==> src/design/dlcc_pkg.sv <==
// Package for the decision-list confusion counter.
// Holds the shared types, register indexes and sizing constants.
// Used by every module of the block; depends on nothing.
`default_nettype none

package dlcc_pkg;

    localparam int MAX_CUES_DEF   = 16;
    localparam int COUNT_BITS_DEF = 16;

    localparam int FIRE_W  = 16;
    localparam int CNUM_W  = 5;
    localparam int CIDX_W  = 4;
    localparam int FIELD_W = 16;

    localparam int QUEUE_DEPTH = 4;
    localparam int QPTR_W      = $clog2(QUEUE_DEPTH);

    localparam int CFG_IDX_W  = 2;
    localparam int CFG_DATA_W = 16;

    localparam logic [CFG_IDX_W-1:0] REG_CUE_COUNT = 2'd0;
    localparam logic [CFG_IDX_W-1:0] REG_PRED_MASK = 2'd1;

    typedef enum logic [1:0] {
        ROW_CASE  = 2'd0,
        ROW_CUE   = 2'd1,
        ROW_UNCL  = 2'd2,
        ROW_TOTAL = 2'd3
    } t_row_kind;

    typedef enum logic [2:0] {
        ST_IDLE,
        ST_UPD,
        ST_SRD,
        ST_SOUT,
        ST_UNC,
        ST_TOT
    } t_back_state;

    // Effective cue count and prediction bits.
    typedef struct packed {
        logic [CNUM_W-1:0] cue_n;
        logic [FIRE_W-1:0] pred_mask;
    } t_cfg;

    // One classified case, as it travels from the front to the back.
    typedef struct packed {
        logic              claimed;
        logic [CIDX_W-1:0] cue;
        logic              pred;
        logic              truth;
        logic              last;
    } t_case;

    typedef struct packed {
        t_row_kind          row_kind;
        logic [CIDX_W-1:0]  cue_index;
        logic               predicted_class;
        logic [CNUM_W-1:0]  claimed_by;
        logic [FIELD_W-1:0] hit_count;
        logic [FIELD_W-1:0] false_alarm_count;
        logic [FIELD_W-1:0] miss_count;
        logic [FIELD_W-1:0] reject_count;
        logic [FIELD_W-1:0] claimed_count;
        logic [FIELD_W-1:0] open_before;
        logic               last;
    } t_row;

endpackage

`default_nettype wire

==> src/design/dlcc_front.sv <==
// Front end: accepts cases and classifies them against the decision list.
// Finds the claiming cue and the prediction and pushes the result to the queue.
// Depends on dlcc_pkg.
`default_nettype none

module dlcc_front
    import dlcc_pkg::*;
(
    input  wire logic              i_clk,
    input  wire logic              i_rst_n,
    input  wire t_cfg              i_cfg,
    input  wire logic              i_valid,
    output logic                   o_ready,
    input  wire logic [FIRE_W-1:0] i_cue_fires,
    input  wire logic              i_true_class,
    input  wire logic              i_last_case,
    input  wire logic              i_full,
    output logic                   o_push,
    output t_case                  o_item
);

    logic              w_found;
    logic [CIDX_W-1:0] w_cue;
    logic [CNUM_W-1:0] w_last_cue;
    logic              w_dflt_pred;
    logic              r_busy_unused;

    // Lowest enabled cue that fires wins.
    always_comb begin
        w_found = 1'b0;
        w_cue   = '0;
        for (int i = FIRE_W - 1; i >= 0; i--) begin
            if (i_cue_fires[i] && (CNUM_W'(i) < i_cfg.cue_n)) begin
                w_found = 1'b1;
                w_cue   = CIDX_W'(i);
            end
        end
    end

    // An unclaimed case takes the opposite of the last cue's prediction.
    // Cues beyond the mask predict 0, so their opposite is 1.
    assign w_last_cue = i_cfg.cue_n - CNUM_W'(1);

    always_comb begin
        if (i_cfg.cue_n == '0) begin
            w_dflt_pred = 1'b1;
        end else if (w_last_cue[CNUM_W-1]) begin
            w_dflt_pred = 1'b1;
        end else begin
            w_dflt_pred = ~i_cfg.pred_mask[w_last_cue[CIDX_W-1:0]];
        end
    end

    always_comb begin
        o_item.claimed = w_found;
        o_item.cue     = w_cue;
        o_item.pred    = w_found ? i_cfg.pred_mask[w_cue] : w_dflt_pred;
        o_item.truth   = i_true_class;
        o_item.last    = i_last_case;
    end

    // Ready is held low during reset so nothing enters a half-reset queue.
    always_ff @(posedge i_clk) begin
        if (!i_rst_n) begin
            r_busy_unused <= 1'b1;
        end else begin
            r_busy_unused <= 1'b0;
        end
    end

    assign o_ready = !i_full && !r_busy_unused;
    assign o_push  = i_valid && o_ready;

endmodule

`default_nettype wire

==> src/design/dlcc_fifo.sv <==
// Short queue of classified cases between the front and the back.
// Lets either side stall without holding up the other.
// Depends on dlcc_pkg.
`default_nettype none

module dlcc_fifo
    import dlcc_pkg::*;
(
    input  wire logic  i_clk,
    input  wire logic  i_rst_n,
    input  wire logic  i_push,
    input  wire t_case i_item,
    output logic       o_full,
    input  wire logic  i_pop,
    output logic       o_empty,
    output t_case      o_head
);

    t_case             r_buf [QUEUE_DEPTH];
    logic [QPTR_W-1:0] r_wptr;
    logic [QPTR_W-1:0] r_rptr;
    logic [QPTR_W:0]   r_cnt;

    assign o_full  = (r_cnt == (QPTR_W + 1)'(QUEUE_DEPTH));
    assign o_empty = (r_cnt == '0);
    assign o_head  = r_buf[r_rptr];

    always_ff @(posedge i_clk) begin
        if (i_push) begin
            r_buf[r_wptr] <= i_item;
        end
    end

    always_ff @(posedge i_clk) begin
        if (!i_rst_n) begin
            r_wptr <= '0;
            r_rptr <= '0;
            r_cnt  <= '0;
        end else begin
            if (i_push) begin
                r_wptr <= r_wptr + 1'b1;
            end
            if (i_pop) begin
                r_rptr <= r_rptr + 1'b1;
            end
            case ({i_push, i_pop})
                2'b10:   r_cnt <= r_cnt + 1'b1;
                2'b01:   r_cnt <= r_cnt - 1'b1;
                default: r_cnt <= r_cnt;
            endcase
        end
    end

endmodule

`default_nettype wire

==> src/design/dlcc_back.sv <==
// Back end: counter memory, read-modify-write of the confusion counts,
// batch-end report sweep and the output register.
// Depends on dlcc_pkg.
`default_nettype none

module dlcc_back
    import dlcc_pkg::*;
#(
    parameter int MAX_CUES   = MAX_CUES_DEF,
    parameter int COUNT_BITS = COUNT_BITS_DEF
) (
    input  wire logic  i_clk,
    input  wire logic  i_rst_n,
    input  wire t_cfg  i_cfg,
    input  wire logic  i_empty,
    input  wire t_case i_head,
    output logic       o_pop,
    output logic       o_valid,
    input  wire logic  i_ready,
    output t_row       o_row
);

    localparam int CUE_W = (MAX_CUES > 1) ? $clog2(MAX_CUES) : 1;
    localparam logic [COUNT_BITS-1:0] CNT_MAX = '1;

    typedef logic [3:0][COUNT_BITS-1:0] t_cnt4;

    function automatic logic [COUNT_BITS-1:0] sat_inc(input logic [COUNT_BITS-1:0] a);
        return (a == CNT_MAX) ? a : a + 1'b1;
    endfunction

    function automatic logic [COUNT_BITS-1:0] sat_add(input logic [COUNT_BITS-1:0] a,
                                                      input logic [COUNT_BITS-1:0] b);
        logic [COUNT_BITS:0] s;
        s = (COUNT_BITS + 1)'(a) + (COUNT_BITS + 1)'(b);
        return s[COUNT_BITS] ? CNT_MAX : s[COUNT_BITS-1:0];
    endfunction

    function automatic logic [COUNT_BITS-1:0] sat_sum4(input t_cnt4 c);
        logic [COUNT_BITS+1:0] s;
        s = (COUNT_BITS + 2)'(c[0]) + (COUNT_BITS + 2)'(c[1])
          + (COUNT_BITS + 2)'(c[2]) + (COUNT_BITS + 2)'(c[3]);
        return (s > (COUNT_BITS + 2)'(CNT_MAX)) ? CNT_MAX : s[COUNT_BITS-1:0];
    endfunction

    function automatic t_row mk_row(input t_row_kind kind, input logic [CIDX_W-1:0] idx,
                                    input logic pc, input logic [CNUM_W-1:0] cb,
                                    input t_cnt4 c, input logic [COUNT_BITS-1:0] open,
                                    input logic lst);
        t_row r;
        r.row_kind          = kind;
        r.cue_index         = idx;
        r.predicted_class   = pc;
        r.claimed_by        = cb;
        r.hit_count         = FIELD_W'(c[0]);
        r.false_alarm_count = FIELD_W'(c[1]);
        r.miss_count        = FIELD_W'(c[2]);
        r.reject_count      = FIELD_W'(c[3]);
        r.claimed_count     = FIELD_W'(sat_sum4(c));
        r.open_before       = FIELD_W'(open);
        r.last              = lst;
        return r;
    endfunction

    t_back_state           r_state, n_state;
    t_case                 r_item, n_item;
    logic [CUE_W-1:0]      r_idx, n_idx;
    t_cnt4                 r_unc, n_unc;
    t_cnt4                 r_tot, n_tot;
    logic [COUNT_BITS-1:0] r_total, n_total;
    logic [COUNT_BITS-1:0] r_open, n_open;
    t_row                  r_out, n_out;
    logic                  r_out_vld, n_out_vld;

    t_cnt4                 r_mem [MAX_CUES];
    t_cnt4                 r_rd_data;
    logic                  r_rd_vld;
    logic [MAX_CUES-1:0]   r_cvalid;

    logic                  w_free;
    logic                  w_rd_en;
    logic [CUE_W-1:0]      w_rd_addr;
    logic                  w_wr_en;
    logic [CUE_W-1:0]      w_wr_addr;
    logic                  w_clear;
    t_cnt4                 w_cnt;
    t_cnt4                 w_base;
    t_cnt4                 w_upd;
    logic [1:0]            w_slot;
    logic [COUNT_BITS-1:0] w_claimed;
    logic [CNUM_W-1:0]     w_claimer;

    assign w_free    = !r_out_vld || i_ready;
    assign w_cnt     = r_rd_vld ? r_rd_data : '0;
    assign w_base    = r_item.claimed ? w_cnt : r_unc;
    // Slot order: hit, false alarm, miss, correct rejection.
    assign w_slot    = {~r_item.pred, ~r_item.truth};
    assign w_claimed = sat_sum4(w_cnt);
    assign w_wr_addr = CUE_W'(r_item.cue);
    assign w_claimer = r_item.claimed ? (CNUM_W'(r_item.cue) + CNUM_W'(1)) : '0;

    always_comb begin
        w_upd         = w_base;
        w_upd[w_slot] = sat_inc(w_base[w_slot]);
    end

    always_comb begin
        n_state   = r_state;
        n_item    = r_item;
        n_idx     = r_idx;
        n_unc     = r_unc;
        n_tot     = r_tot;
        n_total   = r_total;
        n_open    = r_open;
        n_out     = r_out;
        n_out_vld = r_out_vld && !i_ready;
        o_pop     = 1'b0;
        w_rd_en   = 1'b0;
        w_rd_addr = r_idx;
        w_wr_en   = 1'b0;
        w_clear   = 1'b0;
        unique case (r_state)
            ST_IDLE: begin
                if (!i_empty) begin
                    o_pop     = 1'b1;
                    n_item    = i_head;
                    w_rd_en   = 1'b1;
                    w_rd_addr = CUE_W'(i_head.cue);
                    n_state   = ST_UPD;
                end
            end
            ST_UPD: begin
                // A batch end sends no case row, so it never waits on the output.
                if (r_item.last || w_free) begin
                    w_wr_en = r_item.claimed;
                    if (!r_item.claimed) begin
                        n_unc = w_upd;
                    end
                    n_total = sat_inc(r_total);
                    if (!r_item.last) begin
                        n_out     = mk_row(ROW_CASE, '0, r_item.pred, w_claimer,
                                           '0, '0, 1'b1);
                        n_out_vld = 1'b1;
                        n_state   = ST_IDLE;
                    end else begin
                        n_open  = sat_inc(r_total);
                        n_tot   = r_item.claimed ? r_unc : w_upd;
                        n_idx   = '0;
                        n_state = (i_cfg.cue_n == '0) ? ST_UNC : ST_SRD;
                    end
                end
            end
            ST_SRD: begin
                w_rd_en = 1'b1;
                n_state = ST_SOUT;
            end
            ST_SOUT: begin
                if (w_free) begin
                    n_out     = mk_row(ROW_CUE, CIDX_W'(r_idx), 1'b0, '0,
                                       w_cnt, r_open, 1'b0);
                    n_out_vld = 1'b1;
                    n_open    = (r_open > w_claimed) ? r_open - w_claimed : '0;
                    for (int j = 0; j < 4; j++) begin
                        n_tot[j] = sat_add(r_tot[j], w_cnt[j]);
                    end
                    if (32'(r_idx) + 1 == 32'(i_cfg.cue_n)) begin
                        n_state = ST_UNC;
                    end else begin
                        n_idx   = r_idx + 1'b1;
                        n_state = ST_SRD;
                    end
                end
            end
            ST_UNC: begin
                if (w_free) begin
                    n_out     = mk_row(ROW_UNCL, '0, 1'b0, '0, r_unc, r_open, 1'b0);
                    n_out_vld = 1'b1;
                    n_state   = ST_TOT;
                end
            end
            ST_TOT: begin
                if (w_free) begin
                    n_out     = mk_row(ROW_TOTAL, '0, r_item.pred, w_claimer,
                                       r_tot, r_open, 1'b1);
                    n_out_vld = 1'b1;
                    n_unc     = '0;
                    n_total   = '0;
                    w_clear   = 1'b1;
                    n_state   = ST_IDLE;
                end
            end
            default: begin
                n_state = ST_IDLE;
            end
        endcase
    end

    always_ff @(posedge i_clk) begin
        if (!i_rst_n) begin
            r_state   <= ST_IDLE;
            r_unc     <= '0;
            r_total   <= '0;
            r_out_vld <= 1'b0;
        end else begin
            r_state   <= n_state;
            r_unc     <= n_unc;
            r_total   <= n_total;
            r_out_vld <= n_out_vld;
        end
    end

    always_ff @(posedge i_clk) begin
        r_item <= n_item;
        r_idx  <= n_idx;
        r_tot  <= n_tot;
        r_open <= n_open;
        r_out  <= n_out;
    end

    // Per-cue counter memory; an entry without its valid bit reads as zero.
    always_ff @(posedge i_clk) begin
        if (w_wr_en) begin
            r_mem[w_wr_addr] <= w_upd;
        end
        if (w_rd_en) begin
            r_rd_data <= r_mem[w_rd_addr];
            r_rd_vld  <= r_cvalid[w_rd_addr];
        end
    end

    always_ff @(posedge i_clk) begin
        if (!i_rst_n) begin
            r_cvalid <= '0;
        end else if (w_clear) begin
            r_cvalid <= '0;
        end else if (w_wr_en) begin
            r_cvalid[w_wr_addr] <= 1'b1;
        end
    end

    assign o_valid = r_out_vld;
    assign o_row   = r_out;

endmodule

`default_nettype wire

==> src/design/decision_list_confusion_counter_top.sv <==
// Decision-list confusion counter: evaluates a fast-and-frugal decision list
// over a stream of cases and reports confusion counts per cue at batch end.
//
// Channels: cases enter on i_in_valid / o_in_ready, result rows leave on
// o_out_valid / i_out_ready, and the two registers (cue count, prediction
// mask) are written on i_cfg_valid / o_cfg_ready, which is always ready.
// Configuration must be written only while the block is idle; the block does
// not enforce this. A case row passes the queue, the back end's idle and update
// states and the output register. The back end takes a new case only once the
// read-modify-write of the per-cue counter memory (registered read, then write
// back) for the last one is done. A case marked last gives no case row but one
// row per cue, then an unclaimed row and a totals row, then clears all counters.
// A four-entry queue decouples the classifier from the counter back end, so
// cases keep entering while rows wait for the receiver; when the receiver
// stalls the output row holds and the queue fills, then o_in_ready drops.
// Reset clears the counters, the configuration and all handshake state;
// no clearing sweep follows it.
// Depends on dlcc_pkg, dlcc_front, dlcc_fifo and dlcc_back.
`default_nettype none

module decision_list_confusion_counter_top
    import dlcc_pkg::*;
#(
    parameter int MAX_CUES   = MAX_CUES_DEF,
    parameter int COUNT_BITS = COUNT_BITS_DEF
) (
    input  wire logic                  i_clk,
    input  wire logic                  i_rst_n,
    input  wire logic                  i_cfg_valid,
    output logic                       o_cfg_ready,
    input  wire logic [CFG_IDX_W-1:0]  i_cfg_index,
    input  wire logic [CFG_DATA_W-1:0] i_cfg_data,
    input  wire logic                  i_in_valid,
    output logic                       o_in_ready,
    input  wire logic [FIRE_W-1:0]     i_cue_fires,
    input  wire logic                  i_true_class,
    input  wire logic                  i_last_case,
    output logic                       o_out_valid,
    input  wire logic                  i_out_ready,
    output logic [1:0]                 o_row_kind,
    output logic [CIDX_W-1:0]          o_cue_index,
    output logic                       o_predicted_class,
    output logic [CNUM_W-1:0]          o_claimed_by,
    output logic [FIELD_W-1:0]         o_hit_count,
    output logic [FIELD_W-1:0]         o_false_alarm_count,
    output logic [FIELD_W-1:0]         o_miss_count,
    output logic [FIELD_W-1:0]         o_reject_count,
    output logic [FIELD_W-1:0]         o_claimed_count,
    output logic [FIELD_W-1:0]         o_open_before,
    output logic                       o_last
);

    logic [CNUM_W-1:0] r_cue_count;
    logic [FIRE_W-1:0] r_pred_mask;
    t_cfg              w_cfg;

    logic  w_push;
    t_case w_push_item;
    logic  w_full;
    logic  w_pop;
    logic  w_empty;
    t_case w_head;
    t_row  w_row;

    assign o_cfg_ready = 1'b1;

    always_ff @(posedge i_clk) begin
        if (!i_rst_n) begin
            r_cue_count <= '0;
            r_pred_mask <= '0;
        end else if (i_cfg_valid) begin
            case (i_cfg_index)
                REG_CUE_COUNT: r_cue_count <= i_cfg_data[CNUM_W-1:0];
                REG_PRED_MASK: r_pred_mask <= i_cfg_data[FIRE_W-1:0];
                default: begin
                end
            endcase
        end
    end

    // Counts above the list capacity act as the capacity.
    assign w_cfg.cue_n     = (32'(r_cue_count) > MAX_CUES) ? CNUM_W'(MAX_CUES)
                                                          : r_cue_count;
    assign w_cfg.pred_mask = r_pred_mask;

    dlcc_front u_front (
        .i_clk        (i_clk),
        .i_rst_n      (i_rst_n),
        .i_cfg        (w_cfg),
        .i_valid      (i_in_valid),
        .o_ready      (o_in_ready),
        .i_cue_fires  (i_cue_fires),
        .i_true_class (i_true_class),
        .i_last_case  (i_last_case),
        .i_full       (w_full),
        .o_push       (w_push),
        .o_item       (w_push_item)
    );

    dlcc_fifo u_fifo (
        .i_clk   (i_clk),
        .i_rst_n (i_rst_n),
        .i_push  (w_push),
        .i_item  (w_push_item),
        .o_full  (w_full),
        .i_pop   (w_pop),
        .o_empty (w_empty),
        .o_head  (w_head)
    );

    dlcc_back #(
        .MAX_CUES   (MAX_CUES),
        .COUNT_BITS (COUNT_BITS)
    ) u_back (
        .i_clk   (i_clk),
        .i_rst_n (i_rst_n),
        .i_cfg   (w_cfg),
        .i_empty (w_empty),
        .i_head  (w_head),
        .o_pop   (w_pop),
        .o_valid (o_out_valid),
        .i_ready (i_out_ready),
        .o_row   (w_row)
    );

    assign o_row_kind          = w_row.row_kind;
    assign o_cue_index         = w_row.cue_index;
    assign o_predicted_class   = w_row.predicted_class;
    assign o_claimed_by        = w_row.claimed_by;
    assign o_hit_count         = w_row.hit_count;
    assign o_false_alarm_count = w_row.false_alarm_count;
    assign o_miss_count        = w_row.miss_count;
    assign o_reject_count      = w_row.reject_count;
    assign o_claimed_count     = w_row.claimed_count;
    assign o_open_before       = w_row.open_before;
    assign o_last              = w_row.last;

endmodule

`default_nettype wire

==> config.mk <==
export PLATFORM = sky130hd
export DESIGN_NAME = decision_list_confusion_counter_top
export DESIGN_NICKNAME = d
export VERILOG_FILES = /design/src/design/dlcc_pkg.sv /design/src/design/dlcc_front.sv /design/src/design/dlcc_fifo.sv /design/src/design/dlcc_back.sv /design/src/design/decision_list_confusion_counter_top.sv
export SDC_FILE = /design/constraint.sdc
export NUM_CORES = 2
export LEC_CHECK = 0
export ABC_AREA = 1
export BUFFER_PORTS_ARGS = -buffer_cell sky130_fd_sc_hd__buf_2
export CORE_UTILIZATION = 60
export CTS_CLUSTER_DIAMETER = 60
export DETAILED_ROUTE_END_ITERATION = 10
export GPL_TIMING_DRIVEN = 0
export PLACE_DENSITY = 0.77
export SLEW_MARGIN = 20
export SYNTH_ARGS = -nofsm -noshare
export SYNTH_HDL_FRONTEND = slang
export SYNTH_SLANG_ARGS = --single-unit
export TNS_END_PERCENT = 30
==> constraint.sdc <==
create_clock -name i_clk -period 8.9 [get_ports i_clk]
set_clock_uncertainty 0.1 [all_clocks]
set_input_delay 0.445 -clock i_clk [delete_from_list [all_inputs] [get_ports i_clk]]
set_output_delay 0.445 -clock i_clk [all_outputs]
set_load 0.02 [all_outputs]
==> results.toml <==
[timing]
rsz0062_at_grt = "false"
finalMaxSlewViolations = 0
min_period_over_period = 0.956
final_hold_viol_count = 0
worst_pin_slew_ps = 1310
setup_ws_ps = 391
max-slew-margin-rel = 0.129
max_freq_mhz = 118
finalSetupViolCount = 0
finalCriticalPeriod_ps = 8510

[yosys]
synth_fp_nets = 7406
yosysUniqueCellTypes = 67
synth_warnings = 0
synth_edf_count = 1322
netlist_area_um2 = 71400
syn_area_per_cell_um2 = 10.0
netlist_instances = 7135
ys_seq_elements = 1453
yosys_most_used_dff = "edfxtp_1"
async_flop_share = 0
synth_seq_area_share = 0.593

[floorplanning]
die_y_um = 347
fp.dieArea_um2 = 120000
row_count = 126
core_area_um2 = 118000
io-pin-count = 153
die_w_um = 347
start_util = 0.605

[grt]
grt_use_total = 0.456
grt_pass1_wl_mm = 388
grt_pass1_vias = 56700
grt_max_degree = 62
overflow = 0
antenna_found_initial = 19

[finish]
layout_common_cells = "edfxtp_1, nand2_1, inv_1"
final_core_util = 0.692
stdcell_count = 9231
synthToLayoutAreaGrowth_pct = 14.4
layout.nets = 7825
drive_gt1_frac = 0.0879
mostFrequentLayoutCell = "edfxtp_1"

[place]
place_hpwl_mm = 203
pre_cts_ws_ps = -570
gp_congestion = 1.04
io_buffers = 151
place_inst = 8904

[clock_network]
cts_setup_buffers = 0
cts_max_level = 4
clockBufferDepth = 3
insertion_delay_ps = 830
numCtsBuffers = 159
cts-root-buf = "clkbuf_16"
tritoncts = "yes"
cts_sinks = 1453
clk_pin_slew_ps = 70

[detailed_routing]
wl_per_cell_um = 30.0
dr_total_vias = 59100
drt_wl_total_mm = 277
firstDrtPassIters = 8
post-route-drc-count = 0
drt-initial-drc-count = 9371
viasPerCell = 6.40
postRouteAntennaNets = 0

[critical_path]
worstSetupPathType = "register to register"
worst_ep_arrival_time_ps = 8930
required_ps = 9320
crit_path_start_kind = "register"
cpMostUsedCell = "o21ai_0"
cp_slowest_stage_delay_ps = 590
end_kind = "register"
reg2regPathDepth = 37
critPathSlowestCell = "nor2_1"
worst-path-max-fanout = 10

[run_status]
status = "finished clean"

[min_path]
hold_path_class = "primary input to register"
hold_depth = 3

[flow_run]
cap_violations = 0
==> registers in the layout (all words and copies together), names as in the netlist, 5 cells and up, named ones only <==
register / cells
r_cue_count: 5
r_pred_mask: 16
u_back.o_row: 109
u_back.r_cvalid: 16
u_back.r_mem: 1024
u_back.r_open: 16
u_back.r_rd_data: 64
u_back.r_tot: 64
u_back.r_total: 16
u_back.r_unc: 64
u_fifo.r_buf: 32
==> synthesized netlist by cell type, drive strengths merged, types with 48 or more instances <==
library cell | count | area [um2]
edfxtp | 1322 | 39700
ha | 172 | 2150
inv | 1059 | 3980
xor2 | 98 | 858
buf | 116 | 569
fa | 58 | 1160
o221ai | 100 | 876
nand3 | 405 | 2030
nor2 | 339 | 1330
a21oi | 682 | 3420
xnor2 | 48 | 435
o21ai | 672 | 3380
o211ai | 228 | 1710
nand2 | 1230 | 4660
dfxtp | 131 | 2620
clkbuf | 234 | 878
==> layout make-up <==
| cell class | count | area [um2] |
|---|---|---|
| multi-input combinational | 4267 | 24000 |
| tap | 1536 | 1920 |
| clock inverter | 98 | 1010 |
| fill | 8613 | 36400 |
| antenna | 6 | 15.0 |
| timing repair buffer | 258 | 2760 |
| inverter | 1065 | 4000 |
| clock buffer | 198 | 4200 |
| sequential | 1453 | 42300 |
| buffer | 350 | 1460 |
==> worst paths after layout <==
path	from	to	slack, ps
max	u_back.r_rd_vld	u_back.r_open[12]	390
min	i_rst_n	u_back.r_cvalid[14]	90
max reg2reg	u_back.r_rd_vld	u_back.r_open[12]	390
min reg2reg	u_back.r_cvalid[5]	u_back.r_cvalid[5]	370
==> metal layers <==
| layer | wire length, um | GRT usage | vias to the layer above |
|---|---|---|---|
| li1 | - | - | 25500 |
| met1 | 91900 | 0.543 | 27700 |
| met2 | 123000 | 0.700 | 4767 |
| met3 | 35700 | 0.123 | 1141 |
| met4 | 26500 | 0.365 | 18 |
| met5 | 128 | 0 | - |
==> through the flow <==
stage | instance area, um2 | hold slack (ps) | setup TNS [ps]
3_5_place_dp | 76200 | 353 | -5610
3_3_place_gp | 74100 | 343 | -273280
4_1_cts | 81600 | 42.1 | 0
5_1_grt | 81700 | 119 | 0
2_1_floorplan | 71400 | 335 | 0
6_report | 81700 | 91.1 | 0
==> timing repair <==
item                                    in CTS  in global routing
pin swaps                                    0                  2
gates resized for setup                      7                 12
hold buffers                                24                  0
endpoints found under the hold margin       33                  0
endpoints found under the setup margin      15                 16
==> cell families after synthesis <==
kind of cell	synth area share
XOR/XNOR	0.0181
adder cells (fa/ha/maj)	0.0464
flip-flops	0.593
AND/OR/NAND/NOR	0.122
AO/OA/AOI/OAI	0.145
buffers and inverters	0.0763
other	0.0000525
==> worst max-delay path: cells and delay by family, from the launching register on <==
family | cells | cell delay (ps)
flops | 1 | 380
simple gates | 11 | 2010
xor+xnor | 1 | 430
compound gates | 14 | 2780
fa+ha+maj | 4 | 1400
buf+inv | 7 | 1090
Power is not shown: default switching activity piles up to over one toggle a cycle in this logic, so the estimate is an artifact.
